<file path="src/sv/wti_pkg.sv">
// ----------------------------------------------------------------------------
// wti_pkg
// Shared types and constants for the waveform table interpolator.
// ----------------------------------------------------------------------------
package wti_pkg;

  localparam int unsigned NUM_CH     = 16;
  localparam int unsigned NUM_SMP    = 256;
  localparam int unsigned CH_W       = 4;
  localparam int unsigned IDX_W      = 8;
  localparam int unsigned CNT_W      = 9;
  localparam int unsigned ADDR_W     = CH_W + IDX_W;
  localparam int unsigned DATA_W     = 32;
  localparam int unsigned NCH_W      = 5;

  // input actions
  localparam logic [1:0] ACT_WRITE   = 2'd0;
  localparam logic [1:0] ACT_COUNT   = 2'd1;
  localparam logic [1:0] ACT_TICK    = 2'd2;
  localparam logic [1:0] ACT_IGNORED = 2'd3;

  // configuration register indexes
  localparam logic [1:0] CFG_INTERP  = 2'd0;
  localparam logic [1:0] CFG_INTEGER = 2'd1;
  localparam logic [1:0] CFG_ACTIVE  = 2'd2;

  typedef enum logic [3:0] {
    ST_IDLE,
    ST_CH_START,
    ST_WALK,
    ST_POSTWALK,
    ST_HOLD_RD,
    ST_LIN_A,
    ST_LIN_B,
    ST_MUL,
    ST_DIV_GO,
    ST_DIV_WAIT,
    ST_EMIT
  } wti_state_t;

  // divider handshake toward the sequencer
  typedef struct packed {
    logic busy;
    logic done;
  } wti_div_stat_t;

endpackage

</file>
<file path="src/sv/wti_div.sv">
// ----------------------------------------------------------------------------
// wti_div
// Restoring unsigned divider, 64 by 32 bits, one quotient bit per cycle.
// ----------------------------------------------------------------------------
module wti_div (
  input  logic                   clk,
  input  logic                   rst_n,
  input  logic                   start,
  input  logic [63:0]            dividend,
  input  logic [31:0]            divisor,
  output logic [63:0]            quotient,
  output wti_pkg::wti_div_stat_t stat
);
  import wti_pkg::*;

  logic        busy_r, busy_nxt;
  logic        done_r, done_nxt;
  logic [5:0]  step_r, step_nxt;
  logic [31:0] rem_r, rem_nxt;
  logic [63:0] quo_r, quo_nxt;
  logic [32:0] trial;
  logic [32:0] diff;

  // one trial subtraction per cycle
  always_comb begin
    trial    = {rem_r, quo_r[63]};
    diff     = trial - {1'b0, divisor};
    busy_nxt = busy_r;
    done_nxt = 1'b0;
    step_nxt = step_r;
    rem_nxt  = rem_r;
    quo_nxt  = quo_r;
    if (start) begin
      busy_nxt = 1'b1;
      step_nxt = '0;
      rem_nxt  = '0;
      quo_nxt  = dividend;
    end else if (busy_r) begin
      if (!diff[32]) begin
        rem_nxt = diff[31:0];
        quo_nxt = {quo_r[62:0], 1'b1};
      end else begin
        rem_nxt = trial[31:0];
        quo_nxt = {quo_r[62:0], 1'b0};
      end
      step_nxt = step_r + 6'd1;
      if (step_r == 6'd63) begin
        busy_nxt = 1'b0;
        done_nxt = 1'b1;
      end
    end
  end

  always_ff @(posedge clk) begin
    if (!rst_n) begin
      busy_r <= 1'b0;
      done_r <= 1'b0;
      step_r <= '0;
    end else begin
      busy_r <= busy_nxt;
      done_r <= done_nxt;
      step_r <= step_nxt;
    end
    rem_r <= rem_nxt;
    quo_r <= quo_nxt;
  end

  assign quotient  = quo_r;
  assign stat.busy = busy_r;
  assign stat.done = done_r;

endmodule

</file>
<file path="config.mk">
export PLATFORM = sky130hd
export DESIGN_NAME = wti_div
export DESIGN_NICKNAME = d
export VERILOG_FILES = /design/src/sv/wti_pkg.sv /design/src/sv/wti_div.sv
export SDC_FILE = /design/constraint.sdc
export NUM_CORES = 1
export LEC_CHECK = 0
export ABC_AREA = 1
export BUFFER_PORTS_ARGS = -buffer_cell sky130_fd_sc_hd__buf_2
export CAP_MARGIN = 20
export CORE_ASPECT_RATIO = 0.8
export CORE_MARGIN = 4
export CORE_UTILIZATION = 32
export CTS_CLUSTER_DIAMETER = 30
export CTS_CLUSTER_SIZE = 24
export DETAILED_ROUTE_END_ITERATION = 8
export PLACE_DENSITY = 0.49
export SYNTH_ARGS = -nofsm -noshare
export SYNTH_HDL_FRONTEND = slang
export SYNTH_SLANG_ARGS = --single-unit
</file>
<file path="constraint.sdc">
create_clock -name clk -period 2.41 [get_ports clk]
set_input_delay 0.241 -clock clk [delete_from_list [all_inputs] [get_ports clk]]
set_output_delay 0.241 -clock clk [all_outputs]
set_load 0.005 [all_outputs]
</file>
After elaboration in Yosys (flattened, before gate mapping)
Index checks and enable logic that the tools add are counted.

Equality and inequality tests: 1. Reduce and logical (&&, ||, !) cells: 3. Muxes and demuxes: 8. Add/sub/neg operators: 2. Bitwise logic cells: 2.

Operators with widths (count): $mux W64 (2); $sub A33 B32 Y33 (1); $mux W32 (1); $add A6 B1 Y6 const B (1); $eq A6 B6 Y1 const B (1); $mux W1 (5); $reduce_or A3 Y1 (1); $not A1 Y1 (2); $reduce_bool A2 Y1 (1); $reduce_or A2 Y1 (1).

Input port bits: 99. Logic and storage cells: 21. Register bits after elaboration: 104. Output and inout bits: 66.

Depth between registers and ports, before layout
Gate-level depths: netlist (run 1).

Word-level depth: 4. Gate-level depth with buffers: 18. Mapped depth without buffers: 17.

Least setup slack after synthesis (run 1)
OpenSTA, ideal clock, no wires.

Kind: flip-flop to flip-flop. Start: register quo_r[63], in the netlist quotient[63]. End: register quo_r[0], in the netlist quotient[0] (data pin). Data required time: 2.141 ns. Clock period less this slack: 2.256 ns. Path buffers: 1. Slack: 0.154 ns. Cell stages (with the launch flop): 17. Library setup time: 0.269 ns. Data arrival time: 1.987 ns. Cells stage by stage: edfxtp_1 -> inv_1 -> ha_1 -> fa_1 -> inv_1 -> nand2_1 -> nand2_1 -> nand3_1 -> nand2_2 -> nand2_1 -> nand2_1 -> nand2_2 -> nand2_2 -> nand2_2 -> nand2_4 -> buf_6 -> o21ai_0.

Cells in the longest elaborated chain, start to end: 4.

Ends and longest elaborated chain: from (decl) (RTL line wti_div.sv:20) `logic [63:0] quo_r, quo_nxt;`; from (signal assigned) (RTL line wti_div.sv:65) `quo_r <= quo_nxt;`; $sub A33 B32 Y33 (RTL line wti_div.sv:27) `diff = trial - {1'b0, divisor};`; $mux W1 (RTL line wti_div.sv:39) `if (!diff[32]) begin`; $mux W64 (RTL line wti_div.sv:38) `end else if (busy_r) begin`; $mux W64 (RTL line wti_div.sv:33) `if (start) begin`; named net quo_nxt[0] (RTL line wti_div.sv:20).

The timed path passes the listed nets, and every way through them passes these cells. The select of a mux whose other input is x is not followed. A chain may end at the register's enable or synchronous reset.

Worst setup path in the final report (run 1)
Start: register quo_r[63], in the netlist quotient[63]. End: register rem_r[26].

Cells in the longest elaborated chain, start to end: 2.

Ends and longest elaborated chain: $sub A33 B32 Y33 (RTL line wti_div.sv:27); $mux W32 (RTL line wti_div.sv:39); to (signal assigned) (RTL line wti_div.sv:64) `rem_r <= rem_nxt;`; to (decl) (RTL line wti_div.sv:19) `logic [31:0] rem_r, rem_nxt;`.

Every way passes these cells.

==> results of run 1 <==
-- worst max-delay path by stage --
| stage | from | endpoint | cells after the start |
|---|---|---|---|
| after global routing | quotient[63]$_DFFE_PP_ | rem_r[31]$_SDFFE_PP0P_ | 16 |
| after CTS | quotient[63]$_DFFE_PP_ | rem_r[9]$_SDFFE_PP0P_ | 18 |
| after global placement | quotient[63]$_DFFE_PP_ | rem_r[8]$_SDFFE_PP0P_ | 18 |
| after floorplan | quotient[63]$_DFFE_PP_ | quotient[0]$_DFFE_PP_ | 16 |
| after detailed placement | quotient[63]$_DFFE_PP_ | rem_r[9]$_SDFFE_PP0P_ | 18 |
| final | quotient[63]$_DFFE_PP_ | rem_r[26]$_SDFFE_PP0P_ | 18 |
-- critical path, cell delays in order (launching register included) --
cell	delay (ps)
sky130_fd_sc_hd__edfxtp_1	370
sky130_fd_sc_hd__inv_2	60
sky130_fd_sc_hd__ha_4	170
sky130_fd_sc_hd__fa_2	400
sky130_fd_sc_hd__inv_2	70
sky130_fd_sc_hd__nand2_2	40
sky130_fd_sc_hd__nand2_2	70
sky130_fd_sc_hd__nand3_2	80
sky130_fd_sc_hd__nand2_2	90
sky130_fd_sc_hd__nand2_2	70
sky130_fd_sc_hd__nand2_4	80
sky130_fd_sc_hd__nand2_4	70
sky130_fd_sc_hd__nand2_4	80
sky130_fd_sc_hd__nand2_4	60
sky130_fd_sc_hd__nand2_8	140
sky130_fd_sc_hd__clkbuf_16	170
sky130_fd_sc_hd__nand2_1	50
sky130_fd_sc_hd__nand3_1	70
sky130_fd_sc_hd__nand2_1	60
-- power by group --
part           leakage (nW)  switching [mW]  total, mW  internal, mW
combinational          4.08           0.391      0.663         0.272
sequential            0.980          0.0620       2.10          2.03
clock                 0.154           0.787       1.63         0.842
-- layer usage --
metal  track usage (%)  vias up  share of wire, %
li1                  -     3799                 -
met1             24.99     3154                51
met2             24.90      159                43
met3             3.362       12               5.2
met4             3.134        0               1.0
met5                 0        -                 0
-- state kept, by name, indices dropped and copies added, names as in the netlist --
name,count
step_r,6
busy_r,1
rem_r,32
done_r,1
quotient,64
-- cells by family (layout without fill, tap and decap cells) --
family | Yosys count | after routing | share of synthesized area [%]
compound gates | 34 | 34 | 2.463
xor+xnor | 15 | 15 | 1.796
fa+ha+maj | 34 | 34 | 5.919
buf+inv | 240 | 424 | 13.14
flops | 104 | 104 | 37.22
other cells | 0 | 1 | 0
simple gates | 716 | 716 | 39.46
-- metrics by stage --
step | setup TNS, ps | util (%) | setup slack [ps] | hold slack (ps)
after detailed placement | -6.774 | 38.39 | -6.774 | 466.1
after global routing | -100.6 | 40.99 | -14.26 | 130.4
after global placement | 0 | 38.39 | 52.23 | 466.9
after floorplan | 0 | - | 154.0 | 381.7
after CTS | 0 | 39.83 | 29.16 | 121.3
final | 0 | 41.01 | 102.2 | 132.3
-- cell type report --
| class | instances | area, µm² |
|---|---|---|
| antenna | 1 | 2.502 |
| clock buffer | 9 | 225.2 |
| clock inverter | 7 | 96.34 |
| fill | 2454 | 13270 |
| inverter | 213 | 799.5 |
| multi-input combinational | 799 | 3775 |
| sequential | 104 | 2723 |
| tap | 306 | 382.9 |
| timing repair buffer | 195 | 1222 |
-- timing repair --
action / 4_1_cts / 5_1_grt
gates resized for setup: 1 / 35
pin swaps: 0 / 15
gates cloned: 0 / 5
setup buffers: 0 / 1
endpoints found under the setup margin: 21 / 33
-- cell usage in the layout (no fill, tap or decap), types with 13 or more instances in the layout --
cell type | netlist | final
sky130_fd_sc_hd__a21oi_1 | 21 | 20
sky130_fd_sc_hd__buf_2 | 0 | 164
sky130_fd_sc_hd__buf_4 | 4 | 17
sky130_fd_sc_hd__clkbuf_16 | 0 | 13
sky130_fd_sc_hd__dfxtp_1 | 40 | 40
sky130_fd_sc_hd__edfxtp_1 | 64 | 64
sky130_fd_sc_hd__ha_1 | 33 | 28
sky130_fd_sc_hd__inv_1 | 208 | 205
sky130_fd_sc_hd__nand2_1 | 565 | 556
sky130_fd_sc_hd__nand2_2 | 10 | 14
sky130_fd_sc_hd__nand3_1 | 59 | 53
sky130_fd_sc_hd__nor2_1 | 46 | 44
==> summary by stage, run 1 <==
Run status
The run finished with clean final reports.

Synthesis
By instance count, the leading cell after synthesis is sky130_fd_sc_hd__nand2_1. Of the post-synthesis cell area, the dominant cell type holds 28.99%. The warning count from the yosys run is 0. The synthesized netlist occupies a cell area of 0.007315 mm². Counting flops with a built-in enable in the synthesized netlist gives 64.

Summed over all instances, the cell type with the most area after synthesis is sky130_fd_sc_hd__nand2_1. The commonest cells after synthesis are sky130_fd_sc_hd__nand2_1 (565), sky130_fd_sc_hd__inv_1 (208), sky130_fd_sc_hd__edfxtp_1 (64). The cell count after synthesis came out at 1143. The fraction of synthesis flops using an asynchronous set or reset pin is 0%. The average instance area after synthesis is 6.399 µm². The net count after synthesis is 1276. Among all flip-flop cells after synthesis, the most frequent one is sky130_fd_sc_hd__edfxtp_1. Counting flops and latches in the post-synthesis netlist gives 104. By area the synthesized netlist is led by sky130_fd_sc_hd__nand2_1 (29%), sky130_fd_sc_hd__edfxtp_1 (26%), sky130_fd_sc_hd__dfxtp_1 (11%).

The sequential area share after synthesis is 37.22%. The synthesized netlist contains 35 unique library cells.

Critical path
The required time of the critical path is 2660 ps. The nature of the critical path endpoint is a register. In this run the worst path has a maximum fanout of 6. Data on the critical path arrives at its endpoint at 2560 ps. The slack of the worst reg-to-reg path is 100 ps. The path type of the worst setup path is reg2reg. Counting cells, the worst reg-to-reg path comes to 18. The startpoint identified for the worst register-to-register timing path is quotient[63]$_DFFE_PP_. STA classifies the critical path startpoint as a register.

The destination of the worst register-to-register timing path is rem_r[26]$_SDFFE_PP0P_.

Clock tree
The clock tree from TritonCTS is done. The clock buffer count from CTS is 9. The number of clock sinks seen by CTS is 104. For the worst-skew pair, the clock arrives at the later sink with an insertion delay of 360 ps.

The number of buffers inserted by hold repair at cts is 0. In this run the number of H-tree levels came out at 3. The clock-pin slew on the worst setup and hold paths is 80 ps.

Counting along the longest clock path gives a buffer depth of 2. The tree is rooted in a sky130_fd_sc_hd__clkbuf_16.

Place
Summed over all nets, the half-perimeter wirelength after detailed placement is 16.96 mm. At the end of routability-driven placement, the weighted congestion stood at 0.9067. In this run the cell area measured after placement is 0.008637 mm².

During placement, the flow inserted port buffers numbering 164. The placed cell count is 1611.

Min path
The cell depth of the worst hold path is 3. The tightest min-delay check is of the in2reg type. The endpoint with the worst hold slack is busy_r$_SDFF_PN0_.

The critical hold path startpoint is rst_n.

STA
The number of setup violations in the final report is 0. The hold violation total from the final report is 0. The top achievable clock speed is 0.4333 GHz. The final-report max-slew violation count is 0. At the pin with the least slew margin, the transition time is 456.2 ps. In the finished design, the share of the clock period the worst path needs comes to 95.76%. The worst max-slew margin expressed relative to the limit is 69.59%. The worst-case clock skew is 9.851 ps. After layout, the minimum clock period comes to 2308 ps.

Cells and area
The final design instance area without fill is 0.009226 mm². The relative area change from synthesis to final layout is 26.14%. The ratio of cells with drive above 1 in the final layout is 19.82%. The filler-free cell count of the finished design is 1634. The net total in the final layout is 1455.

Power
Across the VDD grid, the largest voltage drop is 336.4 µV. The power per standard cell area is 475.6 mW/mm². In this run the static leakage power is 5.212 nW. The design draws 4.388 mW.

Die
The floorplan step set the die width to 177.0 µm. For this design the top-level I/O count stands at 165. The area enclosed by the die boundary is 0.02536 mm². After floorplanning, the core was divided into 49 placement rows.

The placeable core region is 0.02250 mm². Measured along the y axis, the die boundary spans 143.2 µm. The starting utilization of the core area is 32.51%.

Global route
The all-layer global routing usage is 16.64%. The number of global-route vias before repair is 6439. The wire length of the first global-routing pass is 33.82 mm.

The number of antenna violations at the first check in global routing is 0. Summed over all layers, the global routing overflow is 0. The pin count of the biggest net entering global routing is 65.

Detailed routing
The residual DRC count is 0. The first detailed-routing pass took 5 iterations. The per-cell routed wire length is 13.86 µm.

The routed wire length is 22.65 mm. In this run the remaining antenna-violating nets after routing total 0. The first routing iteration left 468 violations. Using the TritonRoute via totals, the vias-per-cell ratio works out to 4.360. The detailed router placed 7124 vias in this run.

Run
The max-cap check violation count is 0.
(Power assumes the default switching activity.)
==> run 2: changes to the inputs <==
Settings changed: CORE_ASPECT_RATIO 0.8 to 1.1, CORE_UTILIZATION 32 to 55, PLACE_DENSITY 0.49 to 0.78.
==> summary by stage, run 2 (same netlist as run 1, synthesis figures left out) <==
Critical path
The critical register-to-register path startpoint is quotient[63]$_DFFE_PP_. The length in cells of the worst reg-to-reg path came to 18 (unchanged). The sort of element at the start of the critical path is a register. The worst setup path is of the reg2reg kind.

The destination of the worst register-to-register timing path is rem_r[2]$_SDFFE_PP0P_. The maximum fanout encountered on the critical timing path is 7 (+1). The nature of the critical path endpoint is a register.

The required time of the critical path is 2660 ps (about the same). The arrival time of data at the critical path endpoint is 2580 ps (+20 ps). The slack of the worst reg-to-reg path is 80 ps (-20 ps).

Min path
The cell depth of the worst hold path came to 3 (unchanged). The critical hold path startpoint is rst_n. The tightest min-delay check is of the in2reg type. The worst hold path terminates at busy_r$_SDFF_PN0_.

Detailed routing
The via density per instance was 4.978 (+14%). The number of nets still failing antenna checks after routing is 0 (unchanged). The residual DRC count came to 0 (unchanged).

The number of design-rule violations left by the first detailed-router iteration is 470 (+0.43%). The total iterations of the first detailed-routing run came to 5 (unchanged). The per-cell routed wire length is 13.92 µm (+0.42%). The routed wire length is 20.60 mm (-9.0%). The total via count after detailed routing is 7367 (+3.4%).

STA
The worst max-slew margin expressed relative to the limit is 59.81% (-9.8 points). The final-report max-slew violation count was 0 (unchanged). The top achievable clock speed is 0.4295 GHz (-0.88%).

Setup repair after global routing could not meet its margin everywhere. The number of setup violations in the final report is 0 (unchanged). The final worst-path cycle share is 96.61% (+0.85 points).

The worst-case clock skew came to 6.320 ps (-3.531 ps). The slew at the pin closest to its max-slew limit came to 602.9 ps (+146.7 ps). The minimum clock period after layout is 2328 ps (+20.50 ps).

The hold violation total from the final report came to 0 (unchanged).

Die
The I/O pin count came to 165 (unchanged). The placeable core region is 0.01280 mm² (-43%). The area enclosed by the die boundary came to 0.01521 mm² (-40%).

The vertical extent of the die is 129.0 µm (-10%). The number of standard-cell rows in the floorplan is 43 (-12%). The starting utilization of the core area is 57.12% (+25 points). The die span in x is 118.0 µm (-33%).

Cells and area
The antenna cell count came to 0 (-1). The filler-free cell count of the finished design is 1480 (-9.4%). The number of inserted filler cells in the final layout is 1107 (-55%). The number of flip-flops under the largest register name was 64 (unchanged). The top cell types in the final layout, fill and taps aside, are sky130_fd_sc_hd__nand2_1 (541), sky130_fd_sc_hd__inv_1 (205), sky130_fd_sc_hd__buf_2 (164).

The sequential standard cell area is 0.002723 mm² (unchanged). Leaving out fill and tap cells, the most frequent cell in the layout is sky130_fd_sc_hd__nand2_1. The final design instance area without fill is 0.008962 mm² (-2.9%). The relative area change from synthesis to final layout is 22.53%. The ratio of cells with drive above 1 in the final layout is 20.56% (+0.74 points).

The footprint of the multi-input gates is 0.003819 mm² (+1.2%). The net total in the final layout is 1451 (-0.27%).

Power
The switching power is 1.183 mW (-4.6%). The net switching fraction of the power was 27.14% (-1.1 points). The power share of the combinational group came to 15.2% (about the same). The power per standard cell area came to 486.4 mW/mm² (+2.3%).

The static leakage is 5.155 nW (-1.1%). The clock power share is 36.5% (-0.6 points). The sequential share of power is 48.3% (+0.5 points). The cell internal power dissipation is 3.176 mW (+0.89%).

The highest ir drop seen on vdd came to 493.0 µV (+47%).

Global route
The wire length of the first global-routing pass was 31.48 mm (-6.9%). The total global routing overflow is 0 (unchanged). The all-layer global routing usage is 25.57% (+8.9 points). The number of global-route vias before repair is 6789 (+5.4%). The pin count of the biggest net entering global routing is 66 (+1.5%).

The number of antenna violations at the first check in global routing is 0 (unchanged).

Run status
The flow ran to the end, and the final reports show no timing, DRC or antenna violations.

Clock tree
The number of clock sinks seen by CTS is 104 (unchanged). The buffer depth of the longest clock path is 2 (unchanged). TritonCTS built the clock tree.

The tree is rooted in a sky130_fd_sc_hd__clkbuf_16. The level count of the clock H-tree came to 3 (unchanged). The number of buffers inserted by hold repair at cts was 0 (unchanged). The clock latency of the later-clocked register in the worst-skew pair came to 360 ps (about the same). The clock-pin slew on the worst setup and hold paths came to 70 ps (about the same).

The clock buffer count from CTS is 9 (unchanged).

Place
The placed cell count is 1455 (-9.7%). The final weighted congestion in routability-driven placement was 0.9166 (+1.1%). The placed wire-length estimate is 15.00 mm (-12%). The number of I/O port buffers is 164 (unchanged). The post-detailed-placement cell area is 0.008335 mm² (-3.5%).

Run
The max-cap check violation count is 0 (unchanged).
## run 2: area by class of cell
type	count	area share, %
timing repair buffer	190	12.33
clock inverter	3	0.3071
multi-input combinational	800	42.61
tap	157	2.192
sequential	104	30.38
clock buffer	13	3.267
inverter	213	8.921
## run 2: repair_timing
item,CTS,global route
setup buffers,0,4
hold endpoints to repair,0,0
setup endpoints to repair,28,33
gates resized for setup,3,48
cloned,0,5
pin swaps,0,33
## run 2: power by group through the flow
| stage | Sequential, mW | Combinational [mW] | Clock [mW] |
|---|---|---|---|
| 2_1_floorplan | 2.14 | 0.322 | 0 |
| 3_3_place_gp | 2.14 | 0.632 | 0 |
| 3_5_place_dp | 2.14 | 0.643 | 0 |
| 4_1_cts | 2.10 | 0.643 | 1.61 |
| 5_1_grt | 2.12 | 0.738 | 1.68 |
| 6_report | 2.11 | 0.662 | 1.59 |
## run 2: critical path, stage by stage (launching register included)
cell                        delay [ps]
sky130_fd_sc_hd__edfxtp_1          380
sky130_fd_sc_hd__inv_2              70
sky130_fd_sc_hd__ha_4              170
sky130_fd_sc_hd__fa_2              410
sky130_fd_sc_hd__inv_2              80
sky130_fd_sc_hd__nand2_2            50
sky130_fd_sc_hd__nand2_2            80
sky130_fd_sc_hd__nand3_2            70
sky130_fd_sc_hd__nand2_2            80
sky130_fd_sc_hd__nand2_2            70
sky130_fd_sc_hd__nand2_4            70
sky130_fd_sc_hd__nand2_4            70
sky130_fd_sc_hd__nand2_4            90
sky130_fd_sc_hd__nand2_4            70
sky130_fd_sc_hd__nand2_8           140
sky130_fd_sc_hd__clkbuf_16         180
sky130_fd_sc_hd__nand2_2            50
sky130_fd_sc_hd__nand3_1            60
sky130_fd_sc_hd__nand2_1            50
## run 2: how the worst max path moves through the flow
stage | start | to | slack, ps
2_1_floorplan | quotient[63]$_DFFE_PP_ | quotient[0]$_DFFE_PP_ | 150
3_3_place_gp | quotient[63]$_DFFE_PP_ | rem_r[2]$_SDFFE_PP0P_ | 100
3_5_place_dp | quotient[63]$_DFFE_PP_ | rem_r[2]$_SDFFE_PP0P_ | -30
4_1_cts | quotient[63]$_DFFE_PP_ | rem_r[31]$_SDFFE_PP0P_ | 50
5_1_grt | quotient[63]$_DFFE_PP_ | rem_r[6]$_SDFFE_PP0P_ | -80
6_report | quotient[63]$_DFFE_PP_ | rem_r[2]$_SDFFE_PP0P_ | 80
## run 2: metrics by stage
| stage | power [mW] | worst slack, ps | hold slack [ps] | setup TNS [ps] | util (%) |
|---|---|---|---|---|---|
| 2_1_floorplan | 2.467 | 154.0 | 381.7 | 0 | - |
| 3_3_place_gp | 2.771 | 95.80 | 462.0 | 0 | 65.10 |
| 3_5_place_dp | 2.779 | -34.97 | 461.8 | -252.3 | 65.10 |
| 4_1_cts | 4.363 | 53.69 | 117.2 | 0 | 67.72 |
| 5_1_grt | 4.541 | -80.38 | 145.0 | -1858 | 69.99 |
| 6_report | 4.359 | 81.67 | 126.5 | 0 | 69.99 |
## run 2: layer usage
metal  vias up  part of all wire, %  wire length (µm)  GRT usage [%]
li1       3781                    -                 -              -
met1      3269                   40              8209          30.57
met2       287                   49             10140          45.40
met3        30                  8.7              1786          5.978
met4         0                  2.3               468          9.172
met5         -                    0                 0              0
==> run 3: changes to the inputs <==
Settings changed: CORE_UTILIZATION 55 to 57, CTS_BUF_LIST from default to sky130_fd_sc_hd__clkbuf_4 sky130_fd_sc_hd__clkbuf_8, PLACE_DENSITY 0.78 to 0.8.
==> summary by stage, run 3 (same netlist as run 1, synthesis figures left out) <==
Global route
The number of global-route vias before repair was 6815 (+0.38%). The number of antenna violations at the first check in global routing is 1 (+1). The wire length of the first global-routing pass is 31.15 mm (-1.1%). The all-layer global routing usage came to 26.41% (+0.84 points). The pin count of the biggest net entering global routing is 66 (unchanged). The total global routing overflow is 0 (unchanged).

Cells and area
The final design instance area without fill is 0.008748 mm² (-2.4%). The antenna cell count is 0 (unchanged). The number of flip-flops under the largest register name is 64 (unchanged). Leaving out fill and tap cells, the most frequent cell in the layout is sky130_fd_sc_hd__nand2_1. The relative area change from synthesis to final layout is 19.60%.

The net total in the final layout is 1448 (-0.21%). The top cell types in the final layout, fill and taps aside, are sky130_fd_sc_hd__nand2_1 (557), sky130_fd_sc_hd__inv_1 (205), sky130_fd_sc_hd__buf_2 (164). The ratio of cells with drive above 1 in the final layout is 18.86% (-1.7 points).

The share of the core filled with cells in the final layout came to 69.49% (-0.50 points).

Detailed routing
The residual DRC count was 0 (unchanged). The total iterations of the first detailed-routing run is 6 (+1). The number of nets still failing antenna checks after routing is 0 (unchanged). The via density per instance is 4.969 (-0.18%). The total via count after detailed routing is 7339 (-0.38%).

The per-cell routed wire length is 13.53 µm (-2.8%). The routed wire length is 19.99 mm (-3.0%). The number of design-rule violations left by the first detailed-router iteration is 387 (-18%).

Die
The vertical extent of the die is 126.8 µm (-1.7%). The die span in x is 116.0 µm (-1.6%). The number of standard-cell rows in the floorplan is 43 (unchanged). The placeable core region is 0.01259 mm² (-1.7%). The I/O pin count was 165 (unchanged). The starting utilization of the core area was 58.10% (+0.98 points). The area enclosed by the die boundary is 0.01471 mm² (-3.3%).

Critical path
The signal on the critical path passes through inv_2 > ha_4 > fa_2 > inv_2 > nand2_2 > nand2_2 > nand3_2 > nand2_2 > nand2_2 > nand2_2 > nand2_4 > nand2_4 > nand2_4 > nand2_8 > clkbuf_16 > nand2_1 > nand3_1 > nand2_1. Tracing the worst setup path back leads to its startpoint at quotient[63]$_DFFE_PP_. The nature of the critical path endpoint is a register. The required time of the critical path is 2700 ps (+40 ps). In this design, the critical path's most frequently occurring cell is sky130_fd_sc_hd__nand2_2. The arrival time of data at the critical path endpoint is 2620 ps (+40 ps). The worst register-to-register path begins at quotient[63]$_DFFE_PP_. The library cell contributing the largest single delay on the critical path is sky130_fd_sc_hd__fa_2.

The maximum fanout encountered on the critical timing path is 8 (+1). The largest incremental delay on the critical path came to 400 ps (about the same). STA classifies the critical path startpoint as a register. The cell family contributing the most delay on the critical path is simple AND/OR/NAND/NOR gates. The number of buffer and inverter stages on the critical path is 3 (unchanged). The path type of the worst setup path is reg2reg.

Clock tree
The buffer depth of the longest clock path came to 2 (unchanged). The clock buffer count from CTS was 9 (unchanged). TritonCTS built the clock tree.

The clock latency of the later-clocked register in the worst-skew pair came to 390 ps (+30 ps). The number of clock sinks seen by CTS is 104 (unchanged). The level count of the clock H-tree came to 3 (unchanged). The root buffer cell chosen for the clock tree is sky130_fd_sc_hd__clkbuf_8.

The clock-pin slew on the worst setup and hold paths came to 110 ps (+40 ps).

Place
The post-detailed-placement cell area is 0.008335 mm² (unchanged). The number of I/O port buffers is 164 (unchanged). The final weighted congestion in routability-driven placement was 1.008 (+10%). The placed wire-length estimate came to 14.73 mm (-1.7%).

STA
The number of setup violations in the final report came to 0 (unchanged). The final-report max-slew violation count is 0 (unchanged). The slew at the pin closest to its max-slew limit is 575.9 ps (-26.99 ps). The total negative slack for setup checks is 0 ps (unchanged). The worst-case clock skew is 10.27 ps (+3.952 ps). The hold violation total from the final report was 0 (unchanged). The minimum clock period after layout is 2322 ps (-6.288 ps). Setup repair after global routing could not meet its margin everywhere. The final worst-path cycle share is 96.35% (-0.26 points). The worst max-slew margin expressed relative to the limit was 61.61% (+1.8 points). The top achievable clock speed was 0.4307 GHz (+0.27%). The final hold slack came to 90.66 ps (-35.81 ps).

Run
The max-cap check violation count was 0 (unchanged).

Power
The static leakage is 5.091 nW (-1.2%). The post-layout total power came to 3.876 mW (-11%). The power per standard cell area is 443.0 mW/mm² (-8.9%). The highest ir drop seen on vdd was 372.4 µV (-24%).

Run status
The run finished with clean final reports.

Min path
In this run the worst hold path is classified as in2reg. In this run the most critical hold path is launched from rst_n.
==> run 3: per-stage QoR <==
step	setup slack, ps	std cells
final	87.96	1477
after global routing	-45.57	1477
after CTS	0.2927	1471
after detailed placement	-12.21	1455
after global placement	100.2	1455
after floorplan	154.0	1143
==> run 3: timing repair <==
item | 4_1_cts | 5_1_grt
gates cloned | 0 | 4
setup endpoints to repair | 25 | 33
gates resized for setup | 1 | 27
pin swaps | 0 | 23
hold buffers | 0 | 0
setup buffers | 0 | 2
==> run 3: path summary, 6_finish.rpt <==
check                                end  slack [ps]  cells past startpoint
hold reg to reg   rem_r[10]$_SDFFE_PP0P_         480                      2
hold / removal         busy_r$_SDFF_PN0_          90                      3
setup / recovery  rem_r[14]$_SDFFE_PP0P_          90                     18
setup reg to reg  rem_r[14]$_SDFFE_PP0P_          90                     18
==> run 3: area by class of cell <==
type | count | area [µm²]
Multi-Input combinational cell | 799 | 3741
Clock buffer | 9 | 123.9
Fill cell | 1150 | 3841
Tap cell | 157 | 196.4
Inverter | 213 | 799.5
Sequential cell | 104 | 2723
Timing Repair Buffer | 188 | 1094
Clock inverter | 7 | 71.32
==> run 3: where the power goes <==
part / switching [mW] / leakage [nW] / internal [mW]
Sequential: 0.0673 / 0.980 / 2.03
Combinational: 0.384 / 4.02 / 0.264
Clock: 0.720 / 0.0926 / 0.405
==> run 3: worst reg2reg max path, stage by stage, from the launching register on <==
cell and delay [ps]:
sky130_fd_sc_hd__edfxtp_1 380, sky130_fd_sc_hd__inv_2 60, sky130_fd_sc_hd__ha_4 160, sky130_fd_sc_hd__fa_2 400
sky130_fd_sc_hd__inv_2 70, sky130_fd_sc_hd__nand2_2 40, sky130_fd_sc_hd__nand2_2 70, sky130_fd_sc_hd__nand3_2 60
sky130_fd_sc_hd__nand2_2 90, sky130_fd_sc_hd__nand2_2 50, sky130_fd_sc_hd__nand2_2 90, sky130_fd_sc_hd__nand2_4 80
sky130_fd_sc_hd__nand2_4 90, sky130_fd_sc_hd__nand2_4 70, sky130_fd_sc_hd__nand2_8 150, sky130_fd_sc_hd__clkbuf_16 170
sky130_fd_sc_hd__nand2_1 50, sky130_fd_sc_hd__nand3_1 70, sky130_fd_sc_hd__nand2_1 50
==> run 3: layer usage <==
layer / global-route usage, % / wire (µm)
met1: 32.05 / 8186
met2: 45.38 / 9776
met3: 6.584 / 1552
met4: 9.010 / 466
met5: 0 / 7
